--- src/tcavr_pkg.sv ---
// ----------------------------------------------------------------------------
// tcavr_pkg - thermocouple average and ramp, shared definitions
// Field widths, scaling constants and the reciprocal used for the ramp divide.
// ----------------------------------------------------------------------------
package tcavr_pkg;

    // converter frame layout
    localparam int FRAME_W  = 16;
    localparam int TEMP_LSB = 3;
    localparam int TEMP_W   = 13;

    // result widths
    localparam int MEAN_W = 17;
    localparam int RAMP_W = 18;

    // quarter degrees to 1/64 degree: multiply by 16
    localparam int SCALE_SH = 4;

    // default depths
    localparam int AVG_DEPTH_DEF     = 8;
    localparam int HISTORY_DEPTH_DEF = 16;

    // ramp window and saturation
    localparam int WINDOW_MS  = 2000;
    localparam int MS_PER_S   = 1000;
    localparam int RAMP_LIMIT = 131071;

    // |mean difference| * 1000 < 2^27
    localparam int PROD_W = 27;

    // exact divide by WINDOW_MS for any dividend below 2^PROD_W:
    // q = (p * ceil(2^(PROD_W+L) / W)) >> (PROD_W+L), L = ceil(log2 W)
    localparam int WIN_LOG  = $clog2(WINDOW_MS);
    localparam int RECIP_SH = PROD_W + WIN_LOG;
    localparam int RECIP_W  = PROD_W + 1;
    localparam int WIDE_W   = PROD_W + RECIP_W;
    localparam logic [63:0] RECIP_FULL =
        ((64'd1 << RECIP_SH) + 64'(WINDOW_MS) - 64'd1) / 64'(WINDOW_MS);
    localparam logic [RECIP_W-1:0] RECIP = RECIP_FULL[RECIP_W-1:0];

    typedef logic [TEMP_W-1:0] temp_t;
    typedef logic [MEAN_W-1:0] mean_t;
    typedef logic signed [RAMP_W-1:0] ramp_t;

endpackage

--- src/thermocouple_average_and_ramp.sv ---
// ----------------------------------------------------------------------------
// thermocouple_average_and_ramp - moving average and window ramp
// Converter frame in, mean temperature and rate of change out.
// ----------------------------------------------------------------------------
// Takes one converter frame beat per clock while in_ready is high and returns
// one result beat per frame, in order, via stages 1 to 4 and the output
// register. The temperature (frame bits 15..3, quarter degrees) replaces the
// oldest entry of an AVG_DEPTH sample RAM, a running sum is kept and the mean
// is given in 1/64 degree. Each mean goes into a HISTORY_DEPTH history RAM and
// the ramp is (mean - mean HISTORY_DEPTH samples ago) * 1000 / WINDOW_MS,
// truncated toward zero and saturated to +-131071. The first frame after reset
// gives a ramp of 0 and stands in for the whole history. Throughput is one
// frame per cycle while the output side is not stalled; the running sum is
// updated from the sample RAM read in stage 1. The sample RAM is read and
// written in the accept cycle, and a history write in the same cycle as the
// read of that entry is forwarded. The sample ring reads as zero until written
// (one valid bit per entry), so no clearing pass is needed after reset.
// ----------------------------------------------------------------------------
module thermocouple_average_and_ramp
    import tcavr_pkg::*;
#(
    parameter int AVG_DEPTH     = AVG_DEPTH_DEF,
    parameter int HISTORY_DEPTH = HISTORY_DEPTH_DEF
) (
    input  logic               clk,
    input  logic               rst_n,
    input  logic               in_valid,
    output logic               in_ready,
    input  logic [FRAME_W-1:0] frame_word,
    output logic               out_valid,
    input  logic               out_ready,
    output logic [MEAN_W-1:0]  mean_temp,
    output logic [RAMP_W-1:0]  ramp_rate
);

    // the user must keep AVG_DEPTH a power of two (not checked here), so the mean is a shift
    localparam int AVG_LOG = $clog2(AVG_DEPTH);
    localparam int AVG_AW  = (AVG_DEPTH > 1) ? $clog2(AVG_DEPTH) : 1;
    localparam int SUM_W   = TEMP_W + AVG_LOG;
    localparam int HIST_AW = (HISTORY_DEPTH > 1) ? $clog2(HISTORY_DEPTH) : 1;
    localparam logic [AVG_AW-1:0]  AVG_LAST  = AVG_AW'(AVG_DEPTH - 1);
    localparam logic [HIST_AW-1:0] HIST_LAST = HIST_AW'(HISTORY_DEPTH - 1);

    // ---------------------------------------------------------------- flow
    logic load_out;
    logic load_s4;
    logic load_s3;
    logic load_s2;
    logic load_s1;
    logic accept;
    logic fire1;

    logic s1_valid_reg;
    logic s2_valid_reg;
    logic s3_valid_reg;
    logic s4_valid_reg;
    logic out_valid_reg;

    // each stage loads when empty or when its beat moves on
    assign load_out = !out_valid_reg || out_ready;
    assign load_s4  = !s4_valid_reg || load_out;
    assign load_s3  = !s3_valid_reg || load_s4;
    assign load_s2  = !s2_valid_reg || load_s3;
    assign load_s1  = !s1_valid_reg || load_s2;
    assign in_ready = load_s1;
    assign accept   = in_valid && load_s1;
    assign fire1    = s1_valid_reg && load_s2;

    // ---------------------------------------------------------------- accept
    temp_t                temp;
    logic [AVG_AW-1:0]    samp_slot_reg;
    logic [AVG_AW-1:0]    samp_slot_next;
    logic [AVG_DEPTH-1:0] samp_vld_reg;
    logic [HIST_AW-1:0]   hist_rd_slot_reg;
    logic [HIST_AW-1:0]   hist_rd_slot_next;
    temp_t                samp_rd;
    mean_t                hist_rd;

    assign temp = frame_word[TEMP_LSB +: TEMP_W];

    assign samp_slot_next    = (samp_slot_reg == AVG_LAST) ? '0 : samp_slot_reg + 1'b1;
    assign hist_rd_slot_next = (hist_rd_slot_reg == HIST_LAST) ? '0
                                                               : hist_rd_slot_reg + 1'b1;

    // sample ring: old entry read and new one written in the accept cycle
    tcavr_ram #(
        .WIDTH (TEMP_W),
        .DEPTH (AVG_DEPTH)
    ) u_samp_ram (
        .clk     (clk),
        .wr_en   (accept),
        .wr_addr (samp_slot_reg),
        .wr_data (temp),
        .rd_en   (accept),
        .rd_addr (samp_slot_reg),
        .rd_data (samp_rd)
    );

    // ---------------------------------------------------------------- stage 1
    temp_t              s1_temp_reg;
    logic               s1_old_vld_reg;
    logic [HIST_AW-1:0] s1_hslot_reg;
    logic               s1_fwd_hit_reg;
    mean_t              s1_fwd_data_reg;

    logic [SUM_W-1:0]          sum_reg;
    logic [SUM_W-1:0]          sum_next;
    temp_t                     samp_old;
    logic [SUM_W+SCALE_SH-1:0] mean_wide;
    mean_t                     s1_mean;
    mean_t                     hist_old;
    logic                      primed_reg;
    logic                      lap_done_reg;
    mean_t                     first_mean_reg;
    logic                      fwd_hit;

    assign samp_old  = s1_old_vld_reg ? samp_rd : '0;
    assign sum_next  = sum_reg - SUM_W'(samp_old) + SUM_W'(s1_temp_reg);
    assign mean_wide = {sum_next, {SCALE_SH{1'b0}}} >> AVG_LOG;
    assign s1_mean   = mean_wide[MEAN_W-1:0];

    // history not yet written since the first beat holds the first mean
    assign hist_old = !lap_done_reg   ? first_mean_reg :
                      s1_fwd_hit_reg ? s1_fwd_data_reg : hist_rd;

    // write in this cycle to the entry the new beat reads
    assign fwd_hit = fire1 && (s1_hslot_reg == hist_rd_slot_reg);

    tcavr_ram #(
        .WIDTH (MEAN_W),
        .DEPTH (HISTORY_DEPTH)
    ) u_hist_ram (
        .clk     (clk),
        .wr_en   (fire1),
        .wr_addr (s1_hslot_reg),
        .wr_data (s1_mean),
        .rd_en   (accept),
        .rd_addr (hist_rd_slot_reg),
        .rd_data (hist_rd)
    );

    // ---------------------------------------------------------------- stage 2
    mean_t             s2_mean_reg;
    mean_t             s2_old_reg;
    logic              s2_first_reg;
    logic              s2_neg;
    mean_t             s2_mag;
    logic [PROD_W-1:0] s2_prod;

    assign s2_neg  = s2_mean_reg < s2_old_reg;
    assign s2_mag  = s2_neg ? (s2_old_reg - s2_mean_reg) : (s2_mean_reg - s2_old_reg);
    assign s2_prod = PROD_W'(s2_mag) * PROD_W'(MS_PER_S);

    // ---------------------------------------------------------------- stage 3
    mean_t             s3_mean_reg;
    logic [PROD_W-1:0] s3_prod_reg;
    logic              s3_neg_reg;
    logic              s3_first_reg;
    logic [WIDE_W-1:0] s3_wide;

    // divide by WINDOW_MS as a multiply by its reciprocal
    assign s3_wide = WIDE_W'(s3_prod_reg) * WIDE_W'(RECIP);

    // ---------------------------------------------------------------- stage 4
    mean_t              s4_mean_reg;
    logic [WIDE_W-1:0]  s4_wide_reg;
    logic               s4_neg_reg;
    logic               s4_first_reg;
    logic [WIDE_W-1:0]  quot_wide;
    logic [PROD_W-1:0]  quot;
    logic [MEAN_W-1:0]  quot_sat;
    ramp_t              ramp_next;

    assign quot_wide = s4_wide_reg >> RECIP_SH;
    assign quot      = quot_wide[PROD_W-1:0];
    assign quot_sat  = (quot > PROD_W'(RAMP_LIMIT)) ? MEAN_W'(RAMP_LIMIT)
                                                    : quot[MEAN_W-1:0];
    assign ramp_next = s4_first_reg ? '0 :
                       s4_neg_reg   ? -RAMP_W'(quot_sat) : RAMP_W'(quot_sat);

    // ---------------------------------------------------------------- output
    mean_t mean_reg;
    ramp_t ramp_reg;

    assign out_valid = out_valid_reg;
    assign mean_temp = mean_reg;
    assign ramp_rate = ramp_reg;

    // ---------------------------------------------------------------- control
    always_ff @(posedge clk or negedge rst_n)
    begin
        if (!rst_n)
        begin
            s1_valid_reg     <= 1'b0;
            s2_valid_reg     <= 1'b0;
            s3_valid_reg     <= 1'b0;
            s4_valid_reg     <= 1'b0;
            out_valid_reg    <= 1'b0;
            samp_slot_reg    <= '0;
            samp_vld_reg     <= '0;
            hist_rd_slot_reg <= '0;
            sum_reg          <= '0;
            primed_reg       <= 1'b0;
            lap_done_reg     <= 1'b0;
        end
        else
        begin
            if (load_s1)
            begin
                s1_valid_reg <= in_valid;
            end
            if (load_s2)
            begin
                s2_valid_reg <= s1_valid_reg;
            end
            if (load_s3)
            begin
                s3_valid_reg <= s2_valid_reg;
            end
            if (load_s4)
            begin
                s4_valid_reg <= s3_valid_reg;
            end
            if (load_out)
            begin
                out_valid_reg <= s4_valid_reg;
            end
            if (accept)
            begin
                samp_slot_reg               <= samp_slot_next;
                samp_vld_reg[samp_slot_reg] <= 1'b1;
                hist_rd_slot_reg            <= hist_rd_slot_next;
            end
            if (fire1)
            begin
                sum_reg    <= sum_next;
                primed_reg <= 1'b1;
                if (s1_hslot_reg == HIST_LAST)
                begin
                    lap_done_reg <= 1'b1;
                end
            end
        end
    end

    // ---------------------------------------------------------------- payload
    always_ff @(posedge clk)
    begin
        if (accept)
        begin
            s1_temp_reg     <= temp;
            s1_old_vld_reg  <= samp_vld_reg[samp_slot_reg];
            s1_hslot_reg    <= hist_rd_slot_reg;
            s1_fwd_hit_reg  <= fwd_hit;
            s1_fwd_data_reg <= s1_mean;
        end
        if (fire1 && !primed_reg)
        begin
            first_mean_reg <= s1_mean;
        end
        if (load_s2)
        begin
            s2_mean_reg  <= s1_mean;
            s2_old_reg   <= hist_old;
            s2_first_reg <= !primed_reg;
        end
        if (load_s3)
        begin
            s3_mean_reg  <= s2_mean_reg;
            s3_prod_reg  <= s2_prod;
            s3_neg_reg   <= s2_neg;
            s3_first_reg <= s2_first_reg;
        end
        if (load_s4)
        begin
            s4_mean_reg  <= s3_mean_reg;
            s4_wide_reg  <= s3_wide;
            s4_neg_reg   <= s3_neg_reg;
            s4_first_reg <= s3_first_reg;
        end
        if (load_out)
        begin
            mean_reg <= s4_mean_reg;
            ramp_reg <= ramp_next;
        end
    end

`ifndef SYNTHESIS
    // an accepted beat lands in stage 1
    a_accept_to_s1: assert property (@(posedge clk) disable iff (!rst_n)
        accept |=> s1_valid_reg)
        else $error("accepted beat missing from stage 1");

    // input stalls only when every stage is full and the output is held
    a_stall_full: assert property (@(posedge clk) disable iff (!rst_n)
        !in_ready |-> (s1_valid_reg && s2_valid_reg && s3_valid_reg
                       && s4_valid_reg && out_valid_reg && !out_ready))
        else $error("input stalled with room in the pipeline");

    // the first beat through stage 1 carries the zero-ramp mark
    a_first_mark: assert property (@(posedge clk) disable iff (!rst_n)
        (fire1 && !primed_reg) |=> (s2_valid_reg && s2_first_reg && primed_reg))
        else $error("first beat not marked");

    // history lap cannot complete before the first beat
    a_lap_after_prime: assert property (@(posedge clk) disable iff (!rst_n)
        !primed_reg |-> !lap_done_reg)
        else $error("history lap done before first beat");

    // ramp stays inside the saturation limits
    a_ramp_range: assert property (@(posedge clk) disable iff (!rst_n)
        out_valid_reg |-> (ramp_reg != ramp_t'(-RAMP_LIMIT - 1)))
        else $error("ramp outside saturation range");
`endif

endmodule

--- src/tcavr_ram.sv ---
// ----------------------------------------------------------------------------
// tcavr_ram - generic single-clock RAM
// One write port, one read port with registered read data (read-first).
// ----------------------------------------------------------------------------
module tcavr_ram #(
    parameter int WIDTH = 8,
    parameter int DEPTH = 16,
    localparam int AW = (DEPTH > 1) ? $clog2(DEPTH) : 1
) (
    input  logic             clk,
    input  logic             wr_en,
    input  logic [AW-1:0]    wr_addr,
    input  logic [WIDTH-1:0] wr_data,
    input  logic             rd_en,
    input  logic [AW-1:0]    rd_addr,
    output logic [WIDTH-1:0] rd_data
);

    logic [WIDTH-1:0] mem [DEPTH];
    logic [WIDTH-1:0] rd_data_reg;

    // read returns the old word on a same-address write
    always_ff @(posedge clk)
    begin
        if (wr_en)
        begin
            mem[wr_addr] <= wr_data;
        end
        if (rd_en)
        begin
            rd_data_reg <= mem[rd_addr];
        end
    end

    assign rd_data = rd_data_reg;

endmodule
--- config.mk ---
export PLATFORM = sky130hd
export DESIGN_NAME = thermocouple_average_and_ramp
export DESIGN_NICKNAME = d
export VERILOG_FILES = /design/src/tcavr_pkg.sv /design/src/thermocouple_average_and_ramp.sv /design/src/tcavr_ram.sv
export SDC_FILE = /design/constraint.sdc
export NUM_CORES = 1
export LEC_CHECK = 0
export ABC_AREA = 1
export BUFFER_PORTS_ARGS = -buffer_cell sky130_fd_sc_hd__clkbuf_2
export CAP_MARGIN = 20
export CORE_MARGIN = 2
export CORE_UTILIZATION = 54
export CTS_CLUSTER_DIAMETER = 40
export DETAILED_ROUTE_END_ITERATION = 8
export PLACE_DENSITY = 0.67
export SLEW_MARGIN = 20
export SYNTH_ARGS = -nofsm -noshare
export SYNTH_HDL_FRONTEND = slang
export SYNTH_HIERARCHICAL = 1
export SYNTH_SLANG_ARGS = --single-unit
export TNS_END_PERCENT = 100
--- constraint.sdc ---
create_clock -name clk -period 10.3 [get_ports clk]
set_input_delay 1.03 -clock clk [delete_from_list [all_inputs] [get_ports clk]]
set_output_delay 1.03 -clock clk [all_outputs]
set_load 0.02 [all_outputs]
==> results.txt <==
The flow ran to the end, and the final reports show no timing, DRC or antenna violations. The netlist area before placement was 42600 µm². Together, buffers and inverters on the worst path number 6. The run gives 53 as the count of cell types in the netlist.

Setup repair after global routing left no endpoint under its margin. In this run the standard cell core region covers 77700 µm². STA classifies the critical path startpoint as a flip-flop. The sequential cells in the finished layout cover a total of 19000 µm². For the final routed database, the setup TNS stands at 0 ps.

The leading cell type in the layout, fill and taps excluded was inv_1. The initialized floorplan defines 102 standard-cell rows. For the final database, setup skew stands at 61.6 ps. Among cell families on the critical path, the largest total delay comes from adder cells. The largest single stage delay on the critical path is 520 ps. The smallest clock period supported by the final layout is computed as 6620 ps. The CTS clock-pin slew for the worst setup and hold paths was 60 ps; the area of the die was 81100 µm². Across every metal layer, demand over resource in global routing totals 24.5%. The register with the most flip-flops in the layout has 272 of them.

The clock sink count came out at 640. In this run the worst hold path is classified as flip-flop to flip-flop. The final weighted congestion of routability-driven global placement was 0.936.

Synthesis produced 4471 cells. Of the synthesized area, sequential elements account for 44.7%. The number of cells traversed by the worst hold path is 0. The tools report the via count of the first global-routing pass as 28400.

The mean cell area of the mapped netlist is 9.53 µm², and the starting density of the core is 54.8%. The share of async-settable or async-resettable flops after synthesis was 5.94%; the clock latency reported for the late side of the worst-skew pair was 650 ps. Entering global routing, the biggest net connects 99 pins. TritonCTS built the clock tree.

The logs give 71400 µm for the HPWL after detailed placement and 10750 ps for the required time of the critical path. Along the worst path, the maximum fanout reaches 25. The run gives 25.0% as the worst slew margin relative to its limit. The final layout contains 5200 nets. The final route contains 29500 vias.

Share of layout cells above drive strength 1: 6.77%. The commonest register cell after synthesis was edfxtp_1. In the layout the commonest cells are 1011 x inv_1, 1001 x nand2_1, 602 x edfxtp_1.

The CTS buffer count is 82. In the final routed layout, each cell accounts on average for 17.3 µm. The logs give 0 for the final max-slew violation count and 0 for the post-route DRC violation count. For this run the aggregate overflow at the end of global routing stands at 0. In this run the deepest clock path goes through 3 buffers. The number of nets with antenna violations after detailed routing came out at 0. The critical path is of the flip-flop to flip-flop type.

The mean number of vias per cell works out to 5.19. Setup violations remaining at the end of the flow were counted as 0. STA classifies the critical path endpoint as a flip-flop. The slew at the pin closest to its max-slew limit came out at 1120 ps.

For this run, the detailed router's first-pass iteration total came to 6. The run gives 2287 as the count of routing violations after the opening detailed-route iteration. Yosys attributes the largest share of cell area to edfxtp_1 42%, fa_1 12%, ha_1 10%. Among all stages on the critical path, the largest delay is contributed by fa_1. The multi-input combinational cells in the finished layout cover a total of 19300 µm².

Summed over its instances, the top area cell type makes up 42.4% of the synthesized netlist area. The run gives 155000 µm as the global-route wire length before repair. The logic depth of the worst register-to-register path works out to 23. The root buffer cell was clkbuf_16.

The number of levels in the clock H-tree is 3, and the peak clock frequency supported by timing is 151 MHz. The critical path runs through a total of 23 cells. Wires add up to 98300 µm. Buffers placed on the I/O ports in this run total 52. Counting flops with a built-in enable in the synthesized netlist gives 602. Counting the fill cells in the layout gives 6423.

The Yosys step of the flow raised 6 warnings. The setup fix buffers added after clock tree synthesis is 0. Across the run, the number of max-cap violations was 0. The logs give 0 for the quantity of gates resized following cts and 0 for the number of hold buffers added after CTS. Traced cell by cell, the critical path runs through inv_1 -> ha_1 -> a21oi_1 -> o21ai_1 -> a21oi_4 -> nand2_4 -> inv_2 -> nand2_1 -> nand2_1 -> inv_1 -> fa_1 -> fa_1 -> inv_1 -> fa_1 -> inv_1 -> fa_1 -> inv_1 -> ha_1 -> nand2_1 -> nor4_1 -> nand4_1 -> nand3_1 -> xor2_1. The data arrival at the endpoint of the critical path is 7070 ps.

The synthesized design contains 640 register bits. The number of antenna diodes in the final layout is 0. Top-level I/O count: 57. In this run the horizontal extent of the chip is 285 µm. Count of endpoints failing hold in the final timing report: 0. By instance count, the cell type seen most on the critical path is inv_1. The worst path uses 64.3% of the clock period. From bottom edge to top edge, the die measures 285 µm. The run gives 1 as the number of antenna violations at the first check in global routing. The dominant cell type by area after synthesis was edfxtp_1. The area added between synthesis and finish is 10.1%.
synth_stat cells, types with 2 or more instances:
cell type / number
and2_1: 5
xnor2_1: 13
clkinv_1: 5
inv_1: 1012
a21boi_1: 5
a31oi_1: 3
xor2_1: 41
ha_1: 354
dfrtp_1: 38
o21bai_1: 11
edfxtp_1: 602
nand2_1: 1001
buf_6: 7
o22ai_1: 2
nand3b_1: 4
a21oi_2: 2
nor4_1: 5
nor3_1: 25
nand4_1: 39
or2_2: 6
fa_1: 259
nor2_2: 2
buf_4: 22
buf_2: 30
nand2_2: 24
o21ai_0: 134
a21oi_1: 144
nand2_4: 7
o211ai_1: 3
a21o_1: 17
nor2_4: 3
buf_1: 6
clkbuf_1: 30
o21a_1: 6
and3_1: 2
a21boi_0: 10
o21ai_1: 4
nor2_1: 204
nand3_1: 360
inv_2: 11
final timing paths:
kind | end | startpoint | slack, ps
max | s3_prod_reg[23] | s2_mean_reg[12] | 3680
min | mean_temp[10] | s4_mean_reg[10] | 410
max reg2reg | s3_prod_reg[23] | s2_mean_reg[12] | 3680
min reg2reg | mean_temp[10] | s4_mean_reg[10] | 410
max in group asynchronous | hist_rd_slot_reg[0] | rst_n | 9330
min in group asynchronous | samp_vld_reg[2] | rst_n | 470
per-layer routing:
layer	vias to the layer above	GRT usage (%)	part of all wire [%]
li1	14400	-	-
met1	14100	35.2	45
met2	880	39.3	46
met3	137	3.59	6.9
met4	2	5.91	2.1
met5	-	0	0.011
metrics by stage:
stage | hold WS, ps | worst slack, ps | std cells | instance area (µm²) | util [%]
floorplan | 400 | 3530 | 4487 | 42700 | -
global placement | 402 | 3850 | 5520 | 44000 | 56.6
detailed placement | 405 | 3710 | 5522 | 44100 | 56.7
CTS | 415 | 3670 | 5675 | 46900 | 60.3
global route | 419 | 3290 | 5676 | 46900 | 60.3
finish | 410 | 3680 | 5676 | 46900 | 60.3
cell families after synthesis:
group	count (synthesis)	share of synthesized area, %
compound gates	346	4.48
xor+xnor	54	1.11
fa+ha+maj	613	22.6
buf+inv	1126	10.4
flops	640	44.7
other cells	1	0.00880
simple gates	1691	16.8
cell type report:
class | count | area share (%)
clock buffers | 99 | 4.69
clock inverters | 54 | 1.29
inverters | 1030 | 8.27
multi-input cells | 2721 | 41.2
flip-flops and latches | 640 | 40.6
well taps | 1040 | 2.77
repair buffers | 92 | 1.24
Power is not shown: default switching activity piles up to over one toggle a cycle in this logic, so the estimate is an artifact.
